[config.mk]
export PLATFORM = sky130hd
export DESIGN_NAME = rv32im_instruction_decoder
export DESIGN_NICKNAME = d
export VERILOG_FILES = /design/src/rtl/rvdec_pkg.sv /design/src/rtl/rv32im_instruction_decoder.sv /design/src/rtl/rvdec_decode.sv /design/src/rtl/rvdec_out_stage.sv
export SDC_FILE = /design/constraint.sdc
export NUM_CORES = 1
export LEC_CHECK = 0
export ABC_AREA = 1
export BUFFER_PORTS_ARGS = -buffer_cell sky130_fd_sc_hd__buf_2
export CAP_MARGIN = 10
export CORE_AREA = 2 2 119 121
export DETAILED_ROUTE_END_ITERATION = 16
export DIE_AREA = 0 0 121 123
export GPL_ROUTABILITY_DRIVEN = 0
export HOLD_SLACK_MARGIN = 0.15
export SLEW_MARGIN = 25
export SYNTH_ARGS = -nofsm -noshare
export SYNTH_HDL_FRONTEND = slang
export SYNTH_HIERARCHICAL = 1
export SYNTH_SLANG_ARGS = --single-unit
[constraint.sdc]
create_clock -name clk -period 14.64 [get_ports clk]
set_clock_uncertainty 0.15 [all_clocks]
set_input_delay 1.464 -clock clk [delete_from_list [all_inputs] [get_ports clk]]
set_output_delay 1.464 -clock clk [all_outputs]
set_load 0.02 [all_outputs]
[src/rtl/rvdec_pkg.sv]
// Shared types and encoding constants for the RV32IM instruction decoder.
package rvdec_pkg;

    // Major opcodes
    localparam logic [6:0] OPC_R      = 7'h33;
    localparam logic [6:0] OPC_LOAD   = 7'h03;
    localparam logic [6:0] OPC_OPIMM  = 7'h13;
    localparam logic [6:0] OPC_JALR   = 7'h67;
    localparam logic [6:0] OPC_SYSTEM = 7'h73;
    localparam logic [6:0] OPC_STORE  = 7'h23;
    localparam logic [6:0] OPC_BRANCH = 7'h63;
    localparam logic [6:0] OPC_JAL    = 7'h6F;
    localparam logic [6:0] OPC_AUIPC  = 7'h17;
    localparam logic [6:0] OPC_LUI    = 7'h37;

    // funct7 values
    localparam logic [6:0] F7_BASE   = 7'h00;
    localparam logic [6:0] F7_ALT    = 7'h20;
    localparam logic [6:0] F7_MULDIV = 7'h01;

    // Instruction formats
    localparam logic [2:0] FMT_NONE = 3'd0;
    localparam logic [2:0] FMT_R    = 3'd1;
    localparam logic [2:0] FMT_I    = 3'd2;
    localparam logic [2:0] FMT_S    = 3'd3;
    localparam logic [2:0] FMT_SB   = 3'd4;
    localparam logic [2:0] FMT_U    = 3'd5;
    localparam logic [2:0] FMT_UJ   = 3'd6;

    // ALU operations
    localparam logic [3:0] OP_ADD  = 4'd0;
    localparam logic [3:0] OP_SUB  = 4'd1;
    localparam logic [3:0] OP_MUL  = 4'd2;
    localparam logic [3:0] OP_DIV  = 4'd3;
    localparam logic [3:0] OP_REM  = 4'd4;
    localparam logic [3:0] OP_SLL  = 4'd5;
    localparam logic [3:0] OP_SLT  = 4'd6;
    localparam logic [3:0] OP_SLTU = 4'd7;
    localparam logic [3:0] OP_XOR  = 4'd8;
    localparam logic [3:0] OP_SRL  = 4'd9;
    localparam logic [3:0] OP_SRA  = 4'd10;
    localparam logic [3:0] OP_OR   = 4'd11;
    localparam logic [3:0] OP_AND  = 4'd12;

    // funct3 codes used in ALU selection
    localparam logic [2:0] F3_ADD  = 3'd0;
    localparam logic [2:0] F3_SLL  = 3'd1;
    localparam logic [2:0] F3_SLT  = 3'd2;
    localparam logic [2:0] F3_SLTU = 3'd3;
    localparam logic [2:0] F3_XOR  = 3'd4;
    localparam logic [2:0] F3_SR   = 3'd5;
    localparam logic [2:0] F3_OR   = 3'd6;
    localparam logic [2:0] F3_AND  = 3'd7;

    // Control flag masks
    localparam logic [6:0] FL_NONE     = 7'h00;
    localparam logic [6:0] FL_BRANCH   = 7'h01;
    localparam logic [6:0] FL_MEMREAD  = 7'h02;
    localparam logic [6:0] FL_MEMTOREG = 7'h04;
    localparam logic [6:0] FL_MEMWRITE = 7'h08;
    localparam logic [6:0] FL_ALUSRC   = 7'h10;
    localparam logic [6:0] FL_REGWRITE = 7'h20;
    localparam logic [6:0] FL_JUMP     = 7'h40;

    typedef struct packed {
        logic [6:0]         opcode;
        logic [4:0]         rd;
        logic [2:0]         funct3;
        logic [4:0]         rs1;
        logic [4:0]         rs2;
        logic [6:0]         funct7;
        logic [2:0]         fmt;
        logic signed [31:0] imm;
        logic [3:0]         alu_op;
        logic [6:0]         flags;
    } dec_t;

endpackage

[src/rtl/rv32im_instruction_decoder.sv]
// Throughput: one item per cycle; an input register, the decode logic and the
// result register form a two-stage pipeline, and the input stalls only when both
// registers hold items and the consumer stalls.
// Reset: asynchronous, active low; clears the stage valid bits, data is not reset.
module rv32im_instruction_decoder
(
    input  logic               clk,
    input  logic               rst_n,
    input  logic               in_valid,
    output logic               in_stall,
    input  logic [31:0]        instruction_word,
    output logic               out_valid,
    input  logic               out_stall,
    output logic [6:0]         opcode_field,
    output logic [4:0]         dest_reg,
    output logic [2:0]         funct3_field,
    output logic [4:0]         src1_reg,
    output logic [4:0]         src2_reg,
    output logic [6:0]         funct7_field,
    output logic [2:0]         format_kind,
    output logic signed [31:0] immediate,
    output logic [3:0]         alu_operation,
    output logic [6:0]         control_flags
);

    logic            word_valid_reg;
    logic            word_valid_next;
    logic [31:0]     word_reg;
    logic            out_ready;
    rvdec_pkg::dec_t dec;
    rvdec_pkg::dec_t res;

    assign in_stall = word_valid_reg && !out_ready;

    always_comb
    begin
        word_valid_next = word_valid_reg;
        if (!in_stall)
            word_valid_next = in_valid;
    end

    always_ff @(posedge clk or negedge rst_n)
    begin
        if (!rst_n)
            word_valid_reg <= 1'b0;
        else
            word_valid_reg <= word_valid_next;
    end

    always_ff @(posedge clk)
    begin
        if (in_valid && !in_stall)
            word_reg <= instruction_word;
    end

    rvdec_decode u_decode
    (
        .word (word_reg),
        .dec  (dec)
    );

    rvdec_out_stage u_out
    (
        .clk   (clk),
        .rst_n (rst_n),
        .load  (word_valid_reg),
        .d     (dec),
        .stall (out_stall),
        .ready (out_ready),
        .valid (out_valid),
        .q     (res)
    );

    assign opcode_field  = res.opcode;
    assign dest_reg      = res.rd;
    assign funct3_field  = res.funct3;
    assign src1_reg      = res.rs1;
    assign src2_reg      = res.rs2;
    assign funct7_field  = res.funct7;
    assign format_kind   = res.fmt;
    assign immediate     = res.imm;
    assign alu_operation = res.alu_op;
    assign control_flags = res.flags;

endmodule

[src/rtl/rvdec_decode.sv]
// Combinational decode of one instruction word into fields, immediate, ALU op and flags.
module rvdec_decode
(
    input  logic [31:0]        word,
    output rvdec_pkg::dec_t    dec
);

    logic [6:0]  opc;
    logic [2:0]  f3;
    logic [6:0]  f7;
    logic [31:0] i_imm;
    logic [31:0] s_imm;
    logic [31:0] b_imm;
    logic [31:0] j_imm;
    logic [31:0] u_imm;
    logic [3:0]  r_op;
    logic [3:0]  imm_op;
    logic [3:0]  br_op;
    logic [3:0]  sr_op;

    assign opc = word[6:0];
    assign f3  = word[14:12];
    assign f7  = word[31:25];

    assign i_imm = {{20{word[31]}}, word[31:20]};
    assign s_imm = {{20{word[31]}}, word[31:25], word[11:7]};
    assign b_imm = {{19{word[31]}}, word[31], word[7], word[30:25], word[11:8], 1'b0};
    assign j_imm = {{11{word[31]}}, word[31], word[19:12], word[20], word[30:21], 1'b0};
    assign u_imm = {word[31:12], 12'h000};

    // Right shifts share one rule for register and immediate forms.
    always_comb
    begin
        if (f7 == rvdec_pkg::F7_BASE)
            sr_op = rvdec_pkg::OP_SRL;
        else if (f7 == rvdec_pkg::F7_ALT)
            sr_op = rvdec_pkg::OP_SRA;
        else
            sr_op = rvdec_pkg::OP_ADD;
    end

    always_comb
    begin
        unique case (f3)
            rvdec_pkg::F3_ADD:
            begin
                if (f7 == rvdec_pkg::F7_ALT)
                    r_op = rvdec_pkg::OP_SUB;
                else if (f7 == rvdec_pkg::F7_MULDIV)
                    r_op = rvdec_pkg::OP_MUL;
                else
                    r_op = rvdec_pkg::OP_ADD;
            end
            rvdec_pkg::F3_SLL:  r_op = rvdec_pkg::OP_SLL;
            rvdec_pkg::F3_SLT:  r_op = rvdec_pkg::OP_SLT;
            rvdec_pkg::F3_SLTU: r_op = rvdec_pkg::OP_SLTU;
            rvdec_pkg::F3_XOR:
            begin
                if (f7 == rvdec_pkg::F7_BASE)
                    r_op = rvdec_pkg::OP_XOR;
                else if (f7 == rvdec_pkg::F7_MULDIV)
                    r_op = rvdec_pkg::OP_DIV;
                else
                    r_op = rvdec_pkg::OP_ADD;
            end
            rvdec_pkg::F3_SR:   r_op = sr_op;
            rvdec_pkg::F3_OR:
            begin
                if (f7 == rvdec_pkg::F7_BASE)
                    r_op = rvdec_pkg::OP_OR;
                else if (f7 == rvdec_pkg::F7_MULDIV)
                    r_op = rvdec_pkg::OP_REM;
                else
                    r_op = rvdec_pkg::OP_ADD;
            end
            rvdec_pkg::F3_AND:  r_op = rvdec_pkg::OP_AND;
            default:            r_op = rvdec_pkg::OP_ADD;
        endcase
    end

    always_comb
    begin
        unique case (f3)
            rvdec_pkg::F3_ADD:  imm_op = rvdec_pkg::OP_ADD;
            rvdec_pkg::F3_SLL:  imm_op = rvdec_pkg::OP_SLL;
            rvdec_pkg::F3_SLT:  imm_op = rvdec_pkg::OP_SLT;
            rvdec_pkg::F3_SLTU: imm_op = rvdec_pkg::OP_SLTU;
            rvdec_pkg::F3_XOR:  imm_op = rvdec_pkg::OP_XOR;
            rvdec_pkg::F3_SR:   imm_op = sr_op;
            rvdec_pkg::F3_OR:   imm_op = rvdec_pkg::OP_OR;
            rvdec_pkg::F3_AND:  imm_op = rvdec_pkg::OP_AND;
            default:            imm_op = rvdec_pkg::OP_ADD;
        endcase
    end

    // Branch compares: equality tests subtract, ordered tests use the set-less-than ops.
    always_comb
    begin
        unique case (f3[2:1])
            2'b00:   br_op = rvdec_pkg::OP_SUB;
            2'b10:   br_op = rvdec_pkg::OP_SLT;
            2'b11:   br_op = rvdec_pkg::OP_SLTU;
            default: br_op = rvdec_pkg::OP_ADD;
        endcase
    end

    always_comb
    begin
        dec.opcode = opc;
        dec.rd     = word[11:7];
        dec.funct3 = f3;
        dec.rs1    = word[19:15];
        dec.rs2    = word[24:20];
        dec.funct7 = f7;
        dec.fmt    = rvdec_pkg::FMT_NONE;
        dec.imm    = 32'sd0;
        dec.alu_op = rvdec_pkg::OP_ADD;
        dec.flags  = rvdec_pkg::FL_NONE;
        unique case (opc)
            rvdec_pkg::OPC_R:
            begin
                dec.fmt    = rvdec_pkg::FMT_R;
                dec.alu_op = r_op;
                dec.flags  = rvdec_pkg::FL_REGWRITE;
            end
            rvdec_pkg::OPC_LOAD:
            begin
                dec.fmt   = rvdec_pkg::FMT_I;
                dec.imm   = $signed(i_imm);
                dec.flags = rvdec_pkg::FL_ALUSRC | rvdec_pkg::FL_MEMREAD
                          | rvdec_pkg::FL_MEMTOREG | rvdec_pkg::FL_REGWRITE;
            end
            rvdec_pkg::OPC_OPIMM:
            begin
                dec.fmt    = rvdec_pkg::FMT_I;
                dec.imm    = $signed(i_imm);
                dec.alu_op = imm_op;
                dec.flags  = rvdec_pkg::FL_ALUSRC | rvdec_pkg::FL_REGWRITE;
            end
            rvdec_pkg::OPC_JALR:
            begin
                dec.fmt   = rvdec_pkg::FMT_I;
                dec.imm   = $signed(i_imm);
                dec.flags = rvdec_pkg::FL_ALUSRC | rvdec_pkg::FL_REGWRITE
                          | rvdec_pkg::FL_JUMP;
            end
            rvdec_pkg::OPC_SYSTEM:
            begin
                dec.fmt = rvdec_pkg::FMT_I;
                dec.imm = $signed(i_imm);
            end
            rvdec_pkg::OPC_STORE:
            begin
                dec.fmt   = rvdec_pkg::FMT_S;
                dec.imm   = $signed(s_imm);
                dec.flags = rvdec_pkg::FL_MEMWRITE | rvdec_pkg::FL_ALUSRC;
            end
            rvdec_pkg::OPC_BRANCH:
            begin
                dec.fmt    = rvdec_pkg::FMT_SB;
                dec.imm    = $signed(b_imm);
                dec.alu_op = br_op;
                dec.flags  = rvdec_pkg::FL_BRANCH;
            end
            rvdec_pkg::OPC_JAL:
            begin
                dec.fmt   = rvdec_pkg::FMT_UJ;
                dec.imm   = $signed(j_imm);
                dec.flags = rvdec_pkg::FL_ALUSRC | rvdec_pkg::FL_REGWRITE
                          | rvdec_pkg::FL_JUMP;
            end
            rvdec_pkg::OPC_AUIPC, rvdec_pkg::OPC_LUI:
            begin
                dec.fmt   = rvdec_pkg::FMT_U;
                dec.imm   = $signed(u_imm);
                dec.flags = rvdec_pkg::FL_REGWRITE | rvdec_pkg::FL_ALUSRC;
            end
            default:
            begin
                dec.fmt = rvdec_pkg::FMT_NONE;
            end
        endcase
    end

endmodule

[src/rtl/rvdec_out_stage.sv]
// Result register with valid/stall handshake toward the consumer.
module rvdec_out_stage
(
    input  logic            clk,
    input  logic            rst_n,
    input  logic            load,
    input  rvdec_pkg::dec_t d,
    input  logic            stall,
    output logic            ready,
    output logic            valid,
    output rvdec_pkg::dec_t q
);

    logic            valid_reg;
    logic            valid_next;
    rvdec_pkg::dec_t data_reg;

    // The register can take a new item when empty or when its item leaves this cycle.
    assign ready = !valid_reg || !stall;

    always_comb
    begin
        valid_next = valid_reg;
        if (ready)
            valid_next = load;
    end

    always_ff @(posedge clk or negedge rst_n)
    begin
        if (!rst_n)
            valid_reg <= 1'b0;
        else
            valid_reg <= valid_next;
    end

    always_ff @(posedge clk)
    begin
        if (ready && load)
            data_reg <= d;
    end

    assign valid = valid_reg;
    assign q     = data_reg;

endmodule

==> summary.md, run 1 <==
| Metric | Value |
|---|---|
| Sw frac | 0.2315 |
| First-pass GRT wire length | about 14000 um |
| Post-DRT Antenna Nets | 0 |
| Nets | 503 |
| Worst Setup SP | out_stall |
| Syn_nets | about 410 |
| Input/output buffers | 115 |
| CTS Buf Count | 9 |
| Mapped Cells | approximately 370 |
| Switching power | roughly 0.17 mW |
| Post-layout minimum cycle time | between 3000 and 4000 ps |
| Ports | ~120 |
| WL/cell | around 14 um |
| DP HPWL | about 6400 um |
| Final Hold Slack | ~300 ps |
| Seq pwr share | 0.544 |
| Final TNS setup | 0 ps |
| Row cnt | 43 |
| Hold WC Path Type | register to register |
| Clk_lat worst skew | approximately 350 ps |
| Ys Warns | 6 |
| Slew Viols, Final | 0 |
| Hold Startpoint | word_reg[23] |
| Crit end category | primary output |
| Synthesized cell area | about 0.0047 mm^2 |
| Comb power frac | 0.098 |
| Yosys reg bits | 112 |
| Pint | ~0.55 mW |
| Clock Power Share | 0.358 |
| Initial Util | 0.3450 |
| CTS tree | done |
| Deepest clock path buffer count | 2 |
| Slew of the pin with the lowest slew margin | ~780 ps |
| Pwr/cell area | approximately 130 mW/mm^2 |
| Vias in the first global route | roughly 2800 |
| Fmax | ~280 MHz |
| Core Region | approximately 0.014 mm^2 |
| Via count | between 2000 and 3000 |
| Postcts setup bufs | 0 |
| Clock Sinks | 112 |
| Run status | finished clean |
| DRT iter0 DRCs | around 190 |
| Pin count of the biggest net entering global routing | just under 80 |
| Syn Area/Cell | 12.73 um^2 |
| R2R Path Start | word_reg[4] |
| Crit path kind | input port to primary output |
| GRT overflow | 0 |
| Setup-failing EPs final | 0 |
| Design area | 0.005610 mm^2 |
| CP arrival | a little under 2000 ps |
| Register area | between 0.003 and 0.004 mm^2 |
| Final instance count without filler cells | between 600 and 700 |
| PnR worst setup slack | ~11000 ps |
| DRC viols | 0 |
| Clk pin slew, worst setup/hold paths | approximately 70 ps |
| Via/cell ratio | ~4.3 |
| Initial antenna violation count | 0 |
| CP startpoint kind | input port |
| Leak | about 2.5 nW |
| Max_cap viols | 0 |
| CP required | about 13000 ps |
| RSZ-0062 raised after global routing | no |
| Netlist cell types | 26 |
| DP Area | around 0.0053 mm^2 |
| Post-synthesis sequential area ratio | 0.7141 |
| Fin crit share | 0.2462 |
| Crit path max fanout | 4 |
| Flip-flop count of the largest register after layout | just under 80 |
| Root Buffer | clkbuf_16 |
| GRT Overall Usage | 0.1268 |
| Slew HR | 0.4810 |
| Die Height | 123 um |
| CTS H-tree lvls | 3 |
| Number of gates resized after cts | 0 |
| Area growth syn-to-layout | 19.48% |
| # hold bufs at CTS | 0 |
| Die area | 0.01488 mm^2 |
| Drt total wl | 8967 um |
| Tot Pwr | 0.7135 mW |
| Share of cells above drive strength 1 | 0.3462 |
| Most frequent cells in the layout | buf_2, edfxtp_1, nand2_1, inv_1, nor2_1 |
| Placed cell count | 631 |
| Die Span X | ~120 um |
| Most common cell after layout, fill and taps aside | buf_2 |
| Pre-CTS setup slack | around 11000 ps |
| Final core utilization | 0.4122 |
| # diodes | 0 |
| Max VDD drop | between 0.05 and 0.06 mV |
| Multi-input logic area | slightly above 900 um^2 |
| Final Hold Vio Count | 0 |
| Iteration count of the initial detailed-routing pass | 4 |
| Fill cell total of the finished layout | 1285 |
-- worst max-delay path, stage by stage --
cell,delay [ps]
buf_2,110
nand2_1,120
nor2_1,130
buf_2,160
-- layout make-up --
cell class	count	share of cell area
Tap cell	180	0.04014
Clock buffer	10	0.04081
Inverter	47	0.03145
Multi-Input combinational cell	175	0.1626
Clock inverter	6	0.01494
Sequential cell	112	0.5977
Timing Repair Buffer	118	0.1124
-- cell usage after synthesis --
cell type,instances,area [um^2]
inv_2,4,15.01
nand3b_1,1,7.510
o21ai_2,12,105.1
nor3_2,1,10.01
inv_1,43,161.4
nor2_8,1,20.02
dfrtp_1,2,50.05
a21oi_2,1,8.760
nand2_1,75,281.5
buf_4,33,247.7
edfxtp_1,110,3303
clkbuf_2,1,5.000
o21ai_0,13,65.06
a21oi_1,5,25.02
buf_12,1,20.02
nand2_4,2,22.52
nand3_1,12,60.06
nor2_4,1,11.26
nand2_2,4,25.02
nand4_1,1,6.260
nand3b_4,1,20.02
ha_1,4,50.05
nand3_2,1,10.01
nor2_1,38,142.6
o21ai_4,1,16.27
nor4_1,1,6.260
-- routing by layer --
layer | up-vias | global-route usage | wire (um)
met5 | - | 0 | 0
met3 | 12 | 0.04105 | 708
li1 | 1394 | - | -
met1 | 1299 | 0.1585 | 3943
met2 | 98 | 0.2008 | 4137
met4 | 0 | 0.05887 | 178
-- cell families after synthesis --
logic type | after synthesis | share of synthesized area
buffers and inverters | 82 | 0.09565
adder cells (fa/ha/maj) | 4 | 0.01066
flip-flops | 112 | 0.7141
AO/OA/AOI/OAI | 32 | 0.04690
AND/OR/NAND/NOR | 139 | 0.1327
-- power groups by stage --
stage / Sequential [mW] / Combinational, mW / Clock (mW)
3_5_place_dp: 0.396 / 0.0697 / 0
3_3_place_gp: 0.396 / 0.0672 / 0
5_1_grt: 0.391 / 0.0763 / 0.277
4_1_cts: 0.389 / 0.0698 / 0.264
6_report: 0.388 / 0.0697 / 0.255
2_1_floorplan: 0.417 / 0.0279 / 0
-- worst paths after layout --
check	endpoint	slack [ps]	cells after the start
min reg2reg	u_out/q[56]	300	0
min	u_out/q[56]	300	0
max	in_stall	11040	4
max reg2reg	u_out/q[42]	12410	6
min in group asynchronous	u_out/valid	740	1
max in group asynchronous	word_valid_reg	13510	1
Power figures use the tool's default switching activity.
==> inputs of run 2 (changes only) <==
Settings changed: ABC_AREA 1 to 0.
Clock period 14.64 ns to 3.75 ns, I/O delays scaled along.
==> summary.md, run 2 <==
| Metric | Value |
|---|---|
| Area growth syn-to-layout | 25.01% (was 19.48%) |
| Initial Util | 0.3440 (was 0.3450) |
| Switching power | 0.6687 mW (was 0.1651 mW) |
| Pin count of the biggest net entering global routing | 79 (unchanged) |
| Design area | 0.005853 mm^2 (was 0.005610 mm^2) |
| First-pass GRT wire length | 14770 um (was 13830 um) |
| Final instance count without filler cells | 595 (was 648) |
| Crit end category | register (was primary output) |
| Hold WC Path Type | input port to async pin (was register to register) |
| Clock Power Share | 0.342 (was 0.358) |
| WL/cell | 16.23 um (was 13.84 um) |
| Max_cap viols | 0 (unchanged) |
| Max VDD drop | 0.2417 mV (was 0.05033 mV) |
| Slowest cell on the critical path | edfxtp_1 (was buf_2) |
| Die Span X | 121 um (unchanged) |
| Critical-path cell list | inv_1, nor3_2, nand2_1, o221ai_1 (was buf_2, nand2_1, nor2_1, buf_2) |
| EDFF count, synth | 110 (unchanged) |
| Die Height | 123 um (unchanged) |
| Final core utilization | 0.4300 (was 0.4122) |
| Deepest clock path buffer count | 2 (unchanged) |
| CTS H-tree lvls | 3 (unchanged) |
| Fmax | around 400 MHz |
| DRC viols | 0 (unchanged) |
| Slew of the pin with the lowest slew margin | 724.0 ps (was 776.6 ps) |
| Crit path max fanout | 22 (was 4) |
| CTS tree | done (unchanged) |
| Pwr/cell area | 475.4 mW/mm^2 (was 127.2 mW/mm^2) |
| Core Region | 0.01361 mm^2 (unchanged) |
| Synthesized cell area | 0.004682 mm^2 (was 0.004696 mm^2) |
| CP required | 3790 ps (was 13030 ps) |
| DP Area | 0.005205 mm^2 (was 0.005278 mm^2) |
| Clock Sinks | 112 (unchanged) |
| Via count | 2847 (was 2803) |
| Nets | 450 (was 503) |
| Leak | 2.416 nW (was 2.494 nW) |
| Slew Viols, Final | 0 (unchanged) |
| Initial antenna violation count | 0 (unchanged) |
| Post-DRT Antenna Nets | 0 (unchanged) |
| Share of cells above drive strength 1 | 0.3494 (was 0.3462) |
| Final Hold Vio Count | 0 (unchanged) |
| Flip-flop count of the largest register after layout | 78 (unchanged) |
| Post-synth top flop | edfxtp_1 (unchanged) |
| Yosys reg bits | 112 (unchanged) |
| DRT iter0 DRCs | 223 (was 191) |
| Most frequent cells in the layout | buf_2, edfxtp_1, dlygate4sd3_1, a21o_1 (was buf_2, edfxtp_1, nand2_1, inv_1, nor2_1) |
| PnR worst setup slack | 1234 ps (was 11040 ps) |
| Crit path kind | register to register (was input port to primary output) |
| Post-layout minimum cycle time | between 2000 and 3000 ps |
| CP startpoint kind | register (was input port) |
| Mapped Cells | 295 (was 369) |
| Syn_nets | 335 (was 409) |
| Sw frac | 0.2403 (was 0.2315) |
| DP HPWL | 6177 um (was 6370 um) |
| RSZ-0062 raised after global routing | no (unchanged) |
| Pint | 2.114 mW (was 0.5483 mW) |
| Ports | 116 (unchanged) |
| Yosys top cell by area | edfxtp_1 (unchanged) |
| Root Buffer | clkbuf_16 (unchanged) |
| Vias in the first global route | 2741 (was 2751) |
| Seq pwr share | 0.551 (was 0.544) |
| Iteration count of the initial detailed-routing pass | 4 (unchanged) |
| # diodes | 0 (unchanged) |
| Via/cell ratio | 4.785 (was 4.326) |
| GRT overflow | 0 (unchanged) |
| CP arrival | 2560 ps (was 1990 ps) |
| Syn Area/Cell | 15.87 um^2 (was 12.73 um^2) |
| CTS Buf Count | 9 (unchanged) |
| Largest cells by area after synthesis | edfxtp_1, buf_4, a21o_1, nor2b_1, dfrtp_1 (was edfxtp_1, nand2_1, buf_4, inv_1, nor2_1) |
| Setup-failing EPs final | 0 (unchanged) |
| Post-synthesis sequential area ratio | 0.7162 (was 0.7141) |
| Final TNS setup | 0 ps (unchanged) |
| Input/output buffers | 115 (unchanged) |
| Row cnt | 43 (unchanged) |
| Most frequent cell after synthesis | edfxtp_1 (unchanged) |
| Drt total wl | 9654 um (was 8967 um) |
| Share of the synthesized area in the top cell type | 0.7055 (was 0.7034) |
| Clk_lat worst skew | 350 ps (about the same) |
| Netlist cell types | 59 (was 26) |
| Run status | finished clean (unchanged) |
| Die area | 0.01488 mm^2 (unchanged) |
| Slew HR | 0.5147 (was 0.4810) |
| Clk pin slew, worst setup/hold paths | 70 ps (about the same) |
| Postcts setup bufs | 0 (unchanged) |
| Fin crit share | 0.6710 |
| Slowest stage delay, CP | 780 ps (was 160 ps) |
| Pre-CTS setup slack | 1230 ps (was 11030 ps) |
| Synth async-reset ratio | 0.01786 (unchanged) |
| Most common cell after layout, fill and taps aside | buf_2 (unchanged) |
| Comb power frac | 0.106 (was 0.098) |
| GRT Overall Usage | 0.1348 (was 0.1268) |
| Synth cell count leaders | edfxtp_1, buf_4, a21o_1, nor2b_1 (was edfxtp_1, nand2_1, inv_1, nor2_1, buf_4) |
| Placed cell count | 544 (was 631) |
| Ys Warns | 6 (unchanged) |
[run 2: changes by cell type after synthesis, sizes merged, moves of 7 or more]
cell / change
nor2: -33
nand3: -7
buf: +8
o21ai: -22
inv: -41
a21o: +22
nand2: -76
nor2b: +10
[run 2: path summary, 6_finish.rpt]
kind | from | to | slack [ps] | depth (start not counted)
setup / recovery | word_reg[5] | u_out/q[8] | 1230 | 4
hold / removal | rst_n | word_valid_reg | 210 | 2
setup reg to reg | word_reg[5] | u_out/q[8] | 1230 | 4
hold reg to reg | word_reg[9] | u_out/q[68] | 300 | 0
max in group asynchronous | rst_n | u_out/valid | 3150 | 2
min in group clk | word_reg[9] | u_out/q[68] | 300 | 0
[run 2: layout make-up]
type | instances | area (um^2)
timing repair buffer | 153 | 960.9
sequential | 112 | 3353
clock buffer | 10 | 229.0
fill | 1234 | 7759
tap | 180 | 225.2
multi-input combinational | 128 | 993.5
inverter | 6 | 22.52
clock inverter | 6 | 68.82
[run 2: worst max-delay path, delay by kind of cell (launching register included)]
kind	cells	cell delay [ps]
simple gates	2	910
flops	1	780
buf+inv	1	270
compound gates	1	240
[run 2: kinds of logic (layout without fill, tap and decap cells)]
kind of cell,count (synthesis),in the layout,synth area share
flops,112,112,0.7162
fa+ha+maj,4,4,0.01069
xor+xnor,3,3,0.005613
buf+inv,55,175,0.07456
mux,1,1,0.002138
simple gates,61,61,0.09033
compound gates,59,59,0.1005
[run 2: what timing repair did]
action                    in CTS  in global routing
hold endpoints to repair      36                  0
hold buffers                  35                  0
gates resized for setup        0                  0
[run 2: through the flow]
step	power, mW	hold WS [ps]
floorplan	1.749	-70.59
global placement	1.829	10.07
detailed placement	1.833	13.40
CTS	2.825	161.7
global route	2.893	206.1
finish	2.783	205.8
[run 2: power groups by stage]
stage                     registers, mW  logic, mW  clock network (mW)
after floorplan                    1.62      0.128                   0
after global placement             1.56      0.269                   0
after detailed placement           1.56      0.272                   0
after CTS                          1.53      0.301               0.989
after global routing               1.55      0.321                1.03
final                              1.53      0.296               0.952
[run 2: metal layers]
layer | global-route usage | vias to the layer above | wire [um]
li1 | - | 1331 | -
met1 | 0.1711 | 1389 | 4214
met2 | 0.2107 | 111 | 4583
met3 | 0.04336 | 16 | 624
met4 | 0.06250 | 0 | 232
met5 | 0 | - | 0
==> inputs of run 3 (changes only) <==
Settings changed: ABC_AREA 0 to 1.
Clock period 3.75 ns to 2 ns, I/O delays scaled along.
==> summary.md, run 3 (synthesis gave the netlist of run 1 again) <==
| Metric | Value |
|---|---|
| Fmax | 523.8 MHz (was 397.4 MHz) |
| Die Span X | 121 um (unchanged) |
| Pwr/cell area | 876.9 mW/mm^2 (was 475.4 mW/mm^2) |
| Row cnt | 43 (unchanged) |
| Share of cells above drive strength 1 | 0.3499 (was 0.3494) |
| GRT Overall Usage | 0.1386 (was 0.1348) |
| Via count | 3073 (was 2847) |
| DRT iter0 DRCs | 275 (was 223) |
| GRT overflow | 0 (unchanged) |
| Clk pin slew, worst setup/hold paths | 80 ps (was 70 ps) |
| Clock Sinks | 112 (unchanged) |
| Final Hold Vio Count | 0 (unchanged) |
| Pin count of the biggest net entering global routing | 55 (was 79) |
| Initial antenna violation count | 0 (unchanged) |
| RSZ-0062 raised after global routing | no (unchanged) |
| Initial Util | 0.3450 (was 0.3440) |
| Slew Viols, Final | 0 (unchanged) |
| Max VDD drop | 0.4382 mV (was 0.2417 mV) |
| Die Height | 123 um (unchanged) |
| Worst Setup SP | word_reg[6] (was word_reg[5]) |
| Area growth syn-to-layout | 30.24% (was 25.01%) |
| CTS tree | done (unchanged) |
| Reg-to-reg endpoint | u_out/q[39] (was u_out/q[8]) |
| Most common cell after layout, fill and taps aside | buf_2 (unchanged) |
| First-pass GRT wire length | 15320 um (was 14770 um) |
| Internal reg-to-reg setup slack | 90 ps (was 1230 ps) |
| Slew HR | 0.7784 (was 0.5147) |
| Slowest stage delay, CP | 510 ps (was 780 ps) |
| Final instance count without filler cells | 703 (was 595) |
| Fill cell total of the finished layout | 1240 (was 1234) |
| WL/cell | 14.09 um (was 16.23 um) |
| Root Buffer | clkbuf_16 (unchanged) |
| Slew of the pin with the lowest slew margin | 332.4 ps (was 724.0 ps) |
| Iteration count of the initial detailed-routing pass | 5 (was 4) |
| Core Region | 0.01361 mm^2 (unchanged) |
| Placed cell count | 641 (was 544) |
| Critical-path cell list | inv_2, nor2_1, o21ai_2, buf_4, nand3b_4, nand2_4, o21ai_0 (was inv_1, nor3_2, nand2_1, o221ai_1) |
| DRC viols | 0 (unchanged) |
| Slowest cell on the critical path | edfxtp_1 (unchanged) |
| CP arrival | 1850 ps (was 2560 ps) |
| Hold WC Path Type | register to register (was input port to async pin) |
| Post-layout minimum cycle time | 1909 ps (was 2516 ps) |
| Most frequent cells in the layout | buf_2, edfxtp_1, nand2_1, inv_1 (was buf_2, edfxtp_1, dlygate4sd3_1, a21o_1) |
| CP startpoint kind | register (unchanged) |
| Crit end category | register (unchanged) |
| Die area | 0.01488 mm^2 (unchanged) |
| Multi-input logic area | 919.6 um^2 (was 993.5 um^2) |
| Max_cap viols | 0 (unchanged) |
| Nets | 558 (was 450) |
| Final TNS setup | 0 ps (unchanged) |
| Fin crit share | 0.9547 (was 0.6710) |
| Register area | 0.003354 mm^2 (was 0.003353 mm^2) |
| Flip-flop count of the largest register after layout | 78 (unchanged) |
| # diodes | 0 (unchanged) |
| Via/cell ratio | 4.371 (was 4.785) |
| Post-DRT Antenna Nets | 0 (unchanged) |
| Final core utilization | 0.4493 (was 0.4300) |
| Setup-failing EPs final | 0 (unchanged) |
| DP HPWL | 6776 um (was 6177 um) |
| PnR worst setup slack | 90.69 ps (was 1234 ps) |
| CTS Buf Count | 9 (unchanged) |
| Clk_lat worst skew | 350 ps (about the same) |
| Pre-CTS setup slack | 125.5 ps (was 1230 ps) |
| Run status | finished clean (unchanged) |
| Vias in the first global route | 3088 (was 2741) |
| Drt total wl | 9905 um (was 9654 um) |
| Reg2reg path depth | 7 (was 4) |
| Crit path max fanout | 11 (was 22) |
| Leak | 2.745 nW (was 2.416 nW) |
| R2R Path Start | word_reg[6] (was word_reg[5]) |
| Setup crit end | u_out/q[39] (was u_out/q[8]) |
| Deepest clock path buffer count | 2 (unchanged) |
| Input/output buffers | 115 (unchanged) |
| CP required | 1950 ps (was 3790 ps) |
| CTS H-tree lvls | 3 (unchanged) |
| Crit path kind | register to register (unchanged) |
| Ports | 116 (unchanged) |
run 3: cell count changes in the layout (fill, tap and decap cells not counted), sizes merged, moves of 3 or more:
cell    delta
nand2     +76
inv       +40
nor2      +33
a21o      -22
o21ai     +22
buf       +18
nor2b     -10
nand3      +7
nor3       -6
a22o       -5
nand2b     -5
a211oi     -3
nor4       -3
run 3: layout make-up:
type	count	area share
Sequential cell	112	0.5485
Inverter	47	0.02885
Timing Repair Buffer	173	0.1825
Multi-Input combinational cell	175	0.1504
Clock inverter	6	0.01555
Tap cell	180	0.03682
Clock buffer	10	0.03744
run 3: critical path, delay by kind of cell (launching register included):
kind | cells | cell delay, ps
compound gates | 2 | 340
buf+inv | 2 | 320
flops | 1 | 510
simple gates | 3 | 340
run 3: metal layers:
| metal | global-route usage | vias to the layer above | part of all wire |
|---|---|---|---|
| met4 | 0.05814 | 0 | 0.020 |
| met3 | 0.04197 | 20 | 0.076 |
| li1 | - | 1502 | - |
| met5 | 0 | - | 0 |
| met1 | 0.1667 | 1419 | 0.42 |
| met2 | 0.2324 | 132 | 0.48 |
run 3: power by group:
| group | internal [mW] | switching, mW |
|---|---|---|
| Clock | 1.11 | 0.819 |
| Combinational | 0.215 | 0.383 |
| Sequential | 2.77 | 0.0709 |
| Total | 4.09 | 1.27 |
run 3: through the flow:
| step | hold slack, ps | power, mW | area, um^2 |
|---|---|---|---|
| floorplan | -245.6 | 3.246 | 4716 |
| CTS | 301.0 | 5.411 | 6041 |
| global route | 309.7 | 5.562 | 6116 |
| detailed placement | -160.9 | 3.422 | 5346 |
| global placement | -165.3 | 3.412 | 5346 |
| finish | 301.5 | 5.363 | 6116 |
run 3: how the worst min path moves through the flow:
stage | start | endpoint | slack [ps] | cells after the start
finish | word_reg[22] | u_out/q[55] | 300 | 0
global route | word_reg[16] | u_out/q[59] | 310 | 0
CTS | word_reg[16] | u_out/q[59] | 300 | 0
detailed placement | rst_n | word_valid_reg | -160 | 1
global placement | rst_n | word_valid_reg | -170 | 1
floorplan | rst_n | u_out/valid | -250 | 0
run 3: repair_timing:
item,CTS,global route
hold endpoints to repair,36,0
hold buffers,37,0
setup buffers,0,9
endpoints found under the setup margin,0,10
gates resized for setup,0,2
